--- src/hdl/hts_pkg.sv ---
// ----------------------------------------------------------------------------
// hts_pkg
// Shared types and character constants for the HTML tag strip line filter.
// ----------------------------------------------------------------------------
package hts_pkg;

  localparam logic [7:0] CH_QUOTE   = 8'h22;
  localparam logic [7:0] CH_LT      = 8'h3c;
  localparam logic [7:0] CH_GT      = 8'h3e;
  localparam logic [7:0] CASE_MASK  = 8'h5f;
  localparam logic [7:0] CH_B       = 8'h42;
  localparam logic [7:0] CH_R       = 8'h52;
  localparam logic [7:0] CH_SPACE   = 8'h20;
  localparam logic [7:0] CH_NL      = 8'h0a;
  localparam logic [7:0] CH_DEL_TOP = 8'h7f;

  localparam int MAX_RES = 3;

  // tag-open prefix tracker
  typedef enum logic [2:0] {
    BR_IDLE = 3'b001,
    BR_LT   = 3'b010,
    BR_LTB  = 3'b100
  } br_state_t;

  // results caused by one input byte, in order
  typedef struct packed {
    logic [1:0]                cnt;
    logic [MAX_RES-1:0][7:0]   bytes;
    logic [MAX_RES-1:0]        ends;
  } bundle_t;

  // write side of the queue
  typedef struct packed {
    logic    push;
    bundle_t data;
  } q_wr_t;

  // read side of the queue
  typedef struct packed {
    logic    valid;
    bundle_t data;
  } q_rd_t;

endpackage

--- src/hdl/hts_if.sv ---
// ----------------------------------------------------------------------------
// hts_if
// Valid/ready channels carrying input bytes and filtered result items.
// ----------------------------------------------------------------------------
interface hts_in_if;
  logic       valid;
  logic       ready;
  logic [7:0] in_byte;

  modport source (output valid, output in_byte, input ready);
  modport sink   (input valid, input in_byte, output ready);
endinterface

interface hts_out_if;
  logic       valid;
  logic       ready;
  logic [7:0] out_byte;
  logic       line_end;
  logic       last;

  modport source (output valid, output out_byte, output line_end, output last, input ready);
  modport sink   (input valid, input out_byte, input line_end, input last, output ready);
endinterface

--- src/hdl/hts_front.sv ---
// ----------------------------------------------------------------------------
// hts_front
// Classifies each byte, updates the quote/tag/line state and builds the
// bundle of results it causes.
// ----------------------------------------------------------------------------
module hts_front #(
  parameter int LINE_CAPACITY = 255
) (
  input  logic           clk,
  input  logic           rst_n,
  input  logic           in_valid,
  output logic           in_ready,
  input  logic [7:0]     in_byte,
  input  logic           q_full,
  output hts_pkg::q_wr_t q_wr
);
  import hts_pkg::*;

  localparam int CNT_W = $clog2(LINE_CAPACITY + 1);

  logic             quote_r, quote_nxt;
  logic             tag_r, tag_nxt;
  br_state_t        br_r, br_nxt;
  logic [CNT_W-1:0] raw_r, raw_nxt;
  logic             pend_r, pend_nxt;
  logic             content_r, content_nxt;

  logic [7:0] rb [4];
  logic       re [4];
  logic [1:0] n;
  logic [7:0] m;
  logic       accept;

  assign in_ready = !q_full;
  assign accept   = in_valid && in_ready;
  assign m        = in_byte & CASE_MASK;

  always_comb begin
    quote_nxt   = quote_r;
    tag_nxt     = tag_r;
    br_nxt      = br_r;
    raw_nxt     = raw_r;
    pend_nxt    = pend_r;
    content_nxt = content_r;
    n           = 2'd0;
    for (int i = 0; i < 4; i++) begin
      rb[i] = 8'd0;
      re[i] = 1'b0;
    end

    // "<br" prefix across bytes
    case (br_r)
      BR_LT:   br_nxt = (m == CH_B) ? BR_LTB : BR_IDLE;
      BR_LTB: begin
        br_nxt = BR_IDLE;
        if (m == CH_R) begin
          if (pend_nxt) begin
            rb[n] = CH_SPACE;
            n     = n + 2'd1;
          end
          re[n]       = 1'b1;
          n           = n + 2'd1;
          raw_nxt     = '0;
          pend_nxt    = 1'b0;
          content_nxt = 1'b0;
        end
      end
      default: br_nxt = br_r;
    endcase

    if (in_byte == CH_QUOTE) quote_nxt = !quote_nxt;

    if (!quote_nxt && in_byte == CH_LT) begin
      tag_nxt = 1'b1;
      br_nxt  = BR_LT;
    end

    if (!tag_nxt) begin
      if (in_byte >= CH_SPACE && in_byte <= CH_DEL_TOP) begin
        raw_nxt = raw_nxt + CNT_W'(1);
        if (in_byte == CH_SPACE) begin
          pend_nxt = 1'b1;
        end else begin
          if (pend_nxt) begin
            rb[n]    = CH_SPACE;
            n        = n + 2'd1;
            pend_nxt = 1'b0;
          end
          rb[n]       = in_byte;
          n           = n + 2'd1;
          content_nxt = 1'b1;
        end
      end
      if (raw_nxt >= CNT_W'(LINE_CAPACITY) || in_byte == CH_NL) begin
        // blank lines are dropped on newline or overflow
        if (content_nxt) begin
          if (pend_nxt) begin
            rb[n] = CH_SPACE;
            n     = n + 2'd1;
          end
          re[n] = 1'b1;
          n     = n + 2'd1;
        end
        raw_nxt     = '0;
        pend_nxt    = 1'b0;
        content_nxt = 1'b0;
      end
    end

    if (!quote_nxt && in_byte == CH_GT) tag_nxt = 1'b0;
  end

  always_comb begin
    q_wr.push     = accept && (n != 2'd0);
    q_wr.data.cnt = n;
    for (int i = 0; i < MAX_RES; i++) begin
      q_wr.data.bytes[i] = rb[i];
      q_wr.data.ends[i]  = re[i];
    end
  end

  always_ff @(posedge clk) begin
    if (!rst_n) begin
      quote_r   <= 1'b0;
      tag_r     <= 1'b0;
      br_r      <= BR_IDLE;
      raw_r     <= '0;
      pend_r    <= 1'b0;
      content_r <= 1'b0;
    end else if (accept) begin
      quote_r   <= quote_nxt;
      tag_r     <= tag_nxt;
      br_r      <= br_nxt;
      raw_r     <= raw_nxt;
      pend_r    <= pend_nxt;
      content_r <= content_nxt;
    end
  end

endmodule

--- src/hdl/hts_queue.sv ---
// ----------------------------------------------------------------------------
// hts_queue
// Two-entry queue of result bundles between front and back.
// ----------------------------------------------------------------------------
module hts_queue (
  input  logic           clk,
  input  logic           rst_n,
  input  hts_pkg::q_wr_t q_wr,
  output logic           q_full,
  output hts_pkg::q_rd_t q_rd,
  input  logic           q_pop
);
  import hts_pkg::*;

  bundle_t    mem_r [2];
  logic       wr_ptr_r, wr_ptr_nxt;
  logic       rd_ptr_r, rd_ptr_nxt;
  logic [1:0] count_r, count_nxt;
  logic       do_push, do_pop;

  assign q_full     = (count_r == 2'd2);
  assign do_push    = q_wr.push && !q_full;
  assign do_pop     = q_pop && (count_r != 2'd0);
  assign q_rd.valid = (count_r != 2'd0);
  assign q_rd.data  = mem_r[rd_ptr_r];

  always_comb begin
    wr_ptr_nxt = do_push ? !wr_ptr_r : wr_ptr_r;
    rd_ptr_nxt = do_pop  ? !rd_ptr_r : rd_ptr_r;
    count_nxt  = count_r + {1'b0, do_push} - {1'b0, do_pop};
  end

  always_ff @(posedge clk) begin
    if (do_push) mem_r[wr_ptr_r] <= q_wr.data;
  end

  always_ff @(posedge clk) begin
    if (!rst_n) begin
      wr_ptr_r <= 1'b0;
      rd_ptr_r <= 1'b0;
      count_r  <= 2'd0;
    end else begin
      wr_ptr_r <= wr_ptr_nxt;
      rd_ptr_r <= rd_ptr_nxt;
      count_r  <= count_nxt;
    end
  end

endmodule

--- src/hdl/hts_back.sv ---
// ----------------------------------------------------------------------------
// hts_back
// Walks the head bundle into the output register, one result per cycle while the output is not stalled.
// ----------------------------------------------------------------------------
module hts_back (
  input  logic           clk,
  input  logic           rst_n,
  input  hts_pkg::q_rd_t q_rd,
  output logic           q_pop,
  output logic           out_valid,
  input  logic           out_ready,
  output logic [7:0]     out_byte,
  output logic           line_end,
  output logic           last
);
  import hts_pkg::*;

  logic [1:0] idx_r, idx_nxt;
  logic       vld_r, vld_nxt;
  logic [7:0] byte_r;
  logic       end_r;
  logic       last_r;
  logic       load;
  logic       is_last;

  assign load    = q_rd.valid && (!vld_r || out_ready);
  assign is_last = (idx_r == (q_rd.data.cnt - 2'd1));
  assign q_pop   = load && is_last;

  always_comb begin
    idx_nxt = idx_r;
    vld_nxt = vld_r;
    if (out_ready) vld_nxt = 1'b0;
    if (load) begin
      vld_nxt = 1'b1;
      idx_nxt = is_last ? 2'd0 : idx_r + 2'd1;
    end
  end

  always_ff @(posedge clk) begin
    if (load) begin
      byte_r <= q_rd.data.bytes[idx_r];
      end_r  <= q_rd.data.ends[idx_r];
      last_r <= is_last;
    end
  end

  always_ff @(posedge clk) begin
    if (!rst_n) begin
      idx_r <= 2'd0;
      vld_r <= 1'b0;
    end else begin
      idx_r <= idx_nxt;
      vld_r <= vld_nxt;
    end
  end

  assign out_valid = vld_r;
  assign out_byte  = byte_r;
  assign line_end  = end_r;
  assign last      = last_r;

endmodule

--- src/hdl/html_tag_strip_line_filter.sv ---
// An accepted byte's results pass through a queue entry, then the output register.
// Throughput: one byte per cycle while each byte causes at most one result and the
// output is not stalled; a byte causing several results holds the back end while
// the one-result-per-cycle output register walks them, absorbed by a two-bundle queue.
// Reset (rst_n low, synchronous) clears all filter state and empties the queue.
// ----------------------------------------------------------------------------
// html_tag_strip_line_filter
// Strips HTML tags and emits collapsed line text with line terminators.
// ----------------------------------------------------------------------------
module html_tag_strip_line_filter #(
  parameter int LINE_CAPACITY = 255
) (
  input  logic       clk,
  input  logic       rst_n,
  hts_in_if.sink     in_ch,
  hts_out_if.source  out_ch
);
  import hts_pkg::*;

  q_wr_t q_wr;
  q_rd_t q_rd;
  logic  q_full;
  logic  q_pop;

  hts_front #(
    .LINE_CAPACITY (LINE_CAPACITY)
  ) u_front (
    .clk      (clk),
    .rst_n    (rst_n),
    .in_valid (in_ch.valid),
    .in_ready (in_ch.ready),
    .in_byte  (in_ch.in_byte),
    .q_full   (q_full),
    .q_wr     (q_wr)
  );

  hts_queue u_queue (
    .clk    (clk),
    .rst_n  (rst_n),
    .q_wr   (q_wr),
    .q_full (q_full),
    .q_rd   (q_rd),
    .q_pop  (q_pop)
  );

  hts_back u_back (
    .clk       (clk),
    .rst_n     (rst_n),
    .q_rd      (q_rd),
    .q_pop     (q_pop),
    .out_valid (out_ch.valid),
    .out_ready (out_ch.ready),
    .out_byte  (out_ch.out_byte),
    .line_end  (out_ch.line_end),
    .last      (out_ch.last)
  );

endmodule

--- src/flat_wrapper.sv ---
// flat-port wrapper written by rule: the top's interface ports become plain ports
module html_tag_strip_line_filter_flat import hts_pkg::*;
#(
  parameter int LINE_CAPACITY = 255
)
  (clk, rst_n, in_ch_valid, in_ch_in_byte, in_ch_ready, out_ch_valid, out_ch_out_byte, out_ch_line_end, out_ch_last, out_ch_ready);
  hts_in_if in_ch_i ();
  hts_out_if out_ch_i ();
  input  logic clk;
  input  logic rst_n;
  input wire logic [$bits(in_ch_i.valid)-1:0] in_ch_valid;
  input wire logic [$bits(in_ch_i.in_byte)-1:0] in_ch_in_byte;
  output wire logic [$bits(in_ch_i.ready)-1:0] in_ch_ready;
  output wire logic [$bits(out_ch_i.valid)-1:0] out_ch_valid;
  output wire logic [$bits(out_ch_i.out_byte)-1:0] out_ch_out_byte;
  output wire logic [$bits(out_ch_i.line_end)-1:0] out_ch_line_end;
  output wire logic [$bits(out_ch_i.last)-1:0] out_ch_last;
  input wire logic [$bits(out_ch_i.ready)-1:0] out_ch_ready;
  assign in_ch_i.valid = in_ch_valid;
  assign in_ch_i.in_byte = in_ch_in_byte;
  assign in_ch_ready = in_ch_i.ready;
  assign out_ch_valid = out_ch_i.valid;
  assign out_ch_out_byte = out_ch_i.out_byte;
  assign out_ch_line_end = out_ch_i.line_end;
  assign out_ch_last = out_ch_i.last;
  assign out_ch_i.ready = out_ch_ready;
  html_tag_strip_line_filter #(.LINE_CAPACITY(LINE_CAPACITY)) u_core (.clk(clk), .rst_n(rst_n), .in_ch(in_ch_i), .out_ch(out_ch_i));
endmodule
--- config.mk ---
export PLATFORM = sky130hd
export DESIGN_NAME = html_tag_strip_line_filter_flat
export DESIGN_NICKNAME = d
export VERILOG_FILES = /design/src/hdl/hts_pkg.sv /design/src/hdl/hts_if.sv /design/src/hdl/hts_front.sv /design/src/hdl/hts_queue.sv /design/src/hdl/hts_back.sv /design/src/hdl/html_tag_strip_line_filter.sv /design/src/flat_wrapper.sv
export SDC_FILE = /design/constraint.sdc
export NUM_CORES = 1
export LEC_CHECK = 0
export ABC_AREA = 1
export BUFFER_PORTS_ARGS = -buffer_cell sky130_fd_sc_hd__buf_2
export CAP_MARGIN = 20
export CORE_ASPECT_RATIO = 1.2
export CORE_MARGIN = 4
export CORE_UTILIZATION = 50
export DETAILED_ROUTE_END_ITERATION = 7
export HOLD_SLACK_MARGIN = 0.02
export PLACE_DENSITY = 0.67
export SYNTH_ARGS = -nofsm -noshare
export SYNTH_HDL_FRONTEND = slang
export SYNTH_HIERARCHICAL = 1
export SYNTH_SLANG_ARGS = --single-unit
--- constraint.sdc ---
create_clock -name clk -period 5.7 [get_ports clk]
set_input_delay 0.285 -clock clk [delete_from_list [all_inputs] [get_ports clk]]
set_output_delay 0.285 -clock clk [all_outputs]
set_load 0.02 [all_outputs]
==> results_dict.tcl <==
set metrics [dict create \
    synth.top_cell.area_share_pct 41.2 \
    cts_hold_buf 0 \
    synth-edff-count 68 \
    setup_viol 0 \
    routed_wl_mm 9.84 \
    ys_seq_area_share_pct 50.5 \
    synth_cells 522 \
    cp.arrival_ps 4780 \
    clock-sinks 91 \
    initial_utilization_pct 51.6 \
    cts_max_path_buffers 2 \
    synth_mux_area_share_pct 7.54 \
    drv_slew 0 \
    synth_most_common_cell "nand2_1" \
    place.port_buffers 23 \
    multi_input_area_um2 2050 \
    worstMarginPinSlew_ps 727 \
    synth_area_um2 4960 \
    combPwrFrac_pct 12.8 \
    fin_tns_setup_ps 0 \
    synth_top_family_by_area "simple AND/OR/NAND/NOR gates" \
    synth_top_area_cell "edfxtp_1" \
    grt_max_degree 33 \
    drive_gt1_share_pct 21.0 \
    finalWeightedCongestion 0.872 \
    nets 569 \
    swShare_pct 25.9 \
    skew_ps 10.0 \
    antenna_found_initial 0 \
    wl_per_cell_um 14.7 \
    p_seq_share_pct 51.4 \
    worst-path-max-fanout 19 \
    fin_crit_ps 4550 \
    dp_hpwl_mm 6.78 \
    viasPerCell 5.26 \
    drt-initial-drc-count 161 \
    async_flop_share_pct 0 \
    fp.dieH_um 117 \
    nFillCells 834 \
    synth_ff_type "edfxtp_1" \
    hold_path.class "primary input to flop" \
    finalHoldViolCount 0 \
    critical_path_class "flop to flop" \
    clk_latency_ps 340 \
    syn_to_final_growth_pct 8.93 \
    yosysWarnings 6 \
    final_antenna_net_count 0 \
    fin_crit_sh_pct 79.8 \
    worstPathRequired_ps 5930 \
    yosys-top-cells-count "nand2_1 (77), edfxtp_1 (68), inv_1 (65), nor2_1 (49), nand3_1 (38)" \
    cts_made_buffers 9 \
    synth_simple_gate_area_share_pct 20.7 \
    p_leak_nw 2.25 \
    max_freq_ghz 0.220 \
    diodes 0 \
    post_cts_buffers 0 \
    placementRows 39 \
    fp.dieW_um 98.9 \
    peakVddDrop_mv 0.155 \
    status "completed" \
    h-tree-depth 3 \
    synth-xor-area-share_pct 0.177 \
    grt_pass1_vias 3343 \
    synth_compound_area_share_pct 9.13 \
    fp.dieArea_um2 11600 \
    p_int_w 0.00111 \
    ios 24 \
    post_synth_fa_ha_maj_area_fraction_pct 3.53 \
    vias 3528 \
    rsz0062_at_grt "false" \
    power_density_nw_per_um2 277 \
    synth_area_per_cell_um2 9.50 \
    cts_resized 0 \
    synth_cell_types 42 \
    core_area_um2 9610 \
    clkTransAtPathRegs_ps 70 \
    maxSlewHeadroom_pct 51.3 \
    grt_usage_pct 17.7 \
    cap_violations 0 \
    cts_tree "done" \
    p_clk_share_pct 35.8 \
    first_pass_iters 5 \
    p_sw_w 0.000388 \
    cp-start-kind "flop" \
    seqCellArea_um2 2500 \
    whs_ps 346 \
    synthTopCellsByArea "edfxtp_1 (41%), dfxtp_1 (9.3%), nand2_1 (5.8%)" \
    cts_root_buf "clkbuf_16" \
    drc 0 \
    synth.ff_latch_count 91 \
    grt_pass1_wl_mm 15.9 \
    grt_overflow 0 \
    crit_path_end_kind "flop" \
]
path summary, 6_finish.rpt:
path                           startpoint                         to  slack [ps]  depth (start not counted)
setup / recovery   u_core/u_front/br_r[1]  u_core/u_queue/count_r[1]        1150                         27
hold / removal               out_ch_ready    u_core/u_back/out_valid         350                          4
setup reg to reg   u_core/u_front/br_r[1]  u_core/u_queue/count_r[1]        1150                         27
hold reg to reg   u_core/u_queue/rd_ptr_r    u_core/u_queue/rd_ptr_r         510                          2
cells by family (layout without fill, tap and decap cells):
group / after synthesis / after routing
compound gates: 77 / 77
xor+xnor: 1 / 1
fa+ha+maj: 14 / 14
buf+inv: 93 / 117
flops: 91 / 91
mux: 30 / 30
other cells: 1 / 3
simple gates: 215 / 215
cells in the final DEF, fill, tap and decap left out, drive strengths merged, types with 2 or more instances in the layout:
| master | instances |
|---|---|
| nand4 | 5 |
| dfxtp | 23 |
| edfxtp | 68 |
| nand3 | 40 |
| o211ai | 2 |
| clkinv | 5 |
| o21ai | 38 |
| nand2 | 91 |
| a21oi | 28 |
| clkinvlp | 2 |
| mux2 | 29 |
| ha | 14 |
| nor2 | 60 |
| conb | 3 |
| nor4 | 3 |
| buf | 26 |
| clkbuf | 10 |
| a31oi | 5 |
| a21boi | 2 |
| inv | 74 |
| nor3 | 15 |
final cells by class:
cell class              count  area share [%]
inverters                  75            5.28
clock inverters             6           0.787
multi-input cells         340            38.0
flip-flops and latches     91            46.3
well taps                 123            2.85
clock buffers              10            4.24
repair buffers             26            2.55
per-stage QoR:
stage | power, W | area (um^2) | util, % | std cells | setup WS, ps
after detailed placement | 0.000977 | 5130 | 53.4 | 655 | 1010
after global routing | 0.00157 | 5400 | 56.2 | 671 | 674
after global placement | 0.000971 | 5130 | 53.4 | 655 | 1180
after floorplan | 0.000927 | 4970 | - | 524 | 818
final | 0.00150 | 5400 | 56.2 | 671 | 1150
after CTS | 0.00151 | 5400 | 56.2 | 671 | 1140
state kept, by name, indices dropped and copies added (netlist names), named ones only:
signal	flops
u_core/u_front/br_r	3
u_core/u_back/out_valid	1
u_core/u_back/last	1
u_core/u_back/line_end	1
u_core/u_front/quote_r	1
u_core/u_queue/rd_ptr_r	1
u_core/u_queue/mem_r	58
u_core/u_front/pend_r	1
u_core/u_queue/count_r	2
u_core/u_back/idx_r	2
u_core/u_back/out_byte	8
u_core/u_front/tag_r	1
u_core/u_front/raw_r	8
u_core/u_queue/wr_ptr_r	1
u_core/u_front/content_r	1
power groups by stage:
stage	clock network, W	logic (W)	registers [W]
2_1_floorplan	0	0.000135	0.000791
3_3_place_gp	0	0.000188	0.000783
3_5_place_dp	0	0.000192	0.000785
4_1_cts	0.000551	0.000193	0.000770
5_1_grt	0.000582	0.000217	0.000773
6_report	0.000537	0.000192	0.000770
routing by layer:
metal / up-vias / routed length (um) / share of wire [%] / track usage, %
li1: 1799 / - / - / -
met1: 1643 / 4240 / 43 / 20.4
met2: 70 / 5070 / 52 / 32.5
met3: 16 / 319 / 3.2 / 3.02
met4: 0 / 208 / 2.1 / 7.56
met5: - / 0 / 0 / 0
critical path, stage by stage (launching register included):
cell,delay (ps)
dfxtp_1,350
nor3_4,280
nand2_4,210
clkinv_2,130
nand2_4,70
ha_1,290
a21oi_1,200
inv_1,90
ha_1,290
o21ai_2,200
inv_2,70
ha_1,270
nor2_1,40
nor2_1,190
ha_1,270
o21ai_0,160
a21oi_1,60
nor2_1,110
nor2_1,70
a21oi_2,160
nand2_1,120
ha_1,280
inv_1,40
ha_1,190
inv_1,50
nand2_1,60
a21oi_1,150
nor2_1,50
(Power assumes the default switching activity.)
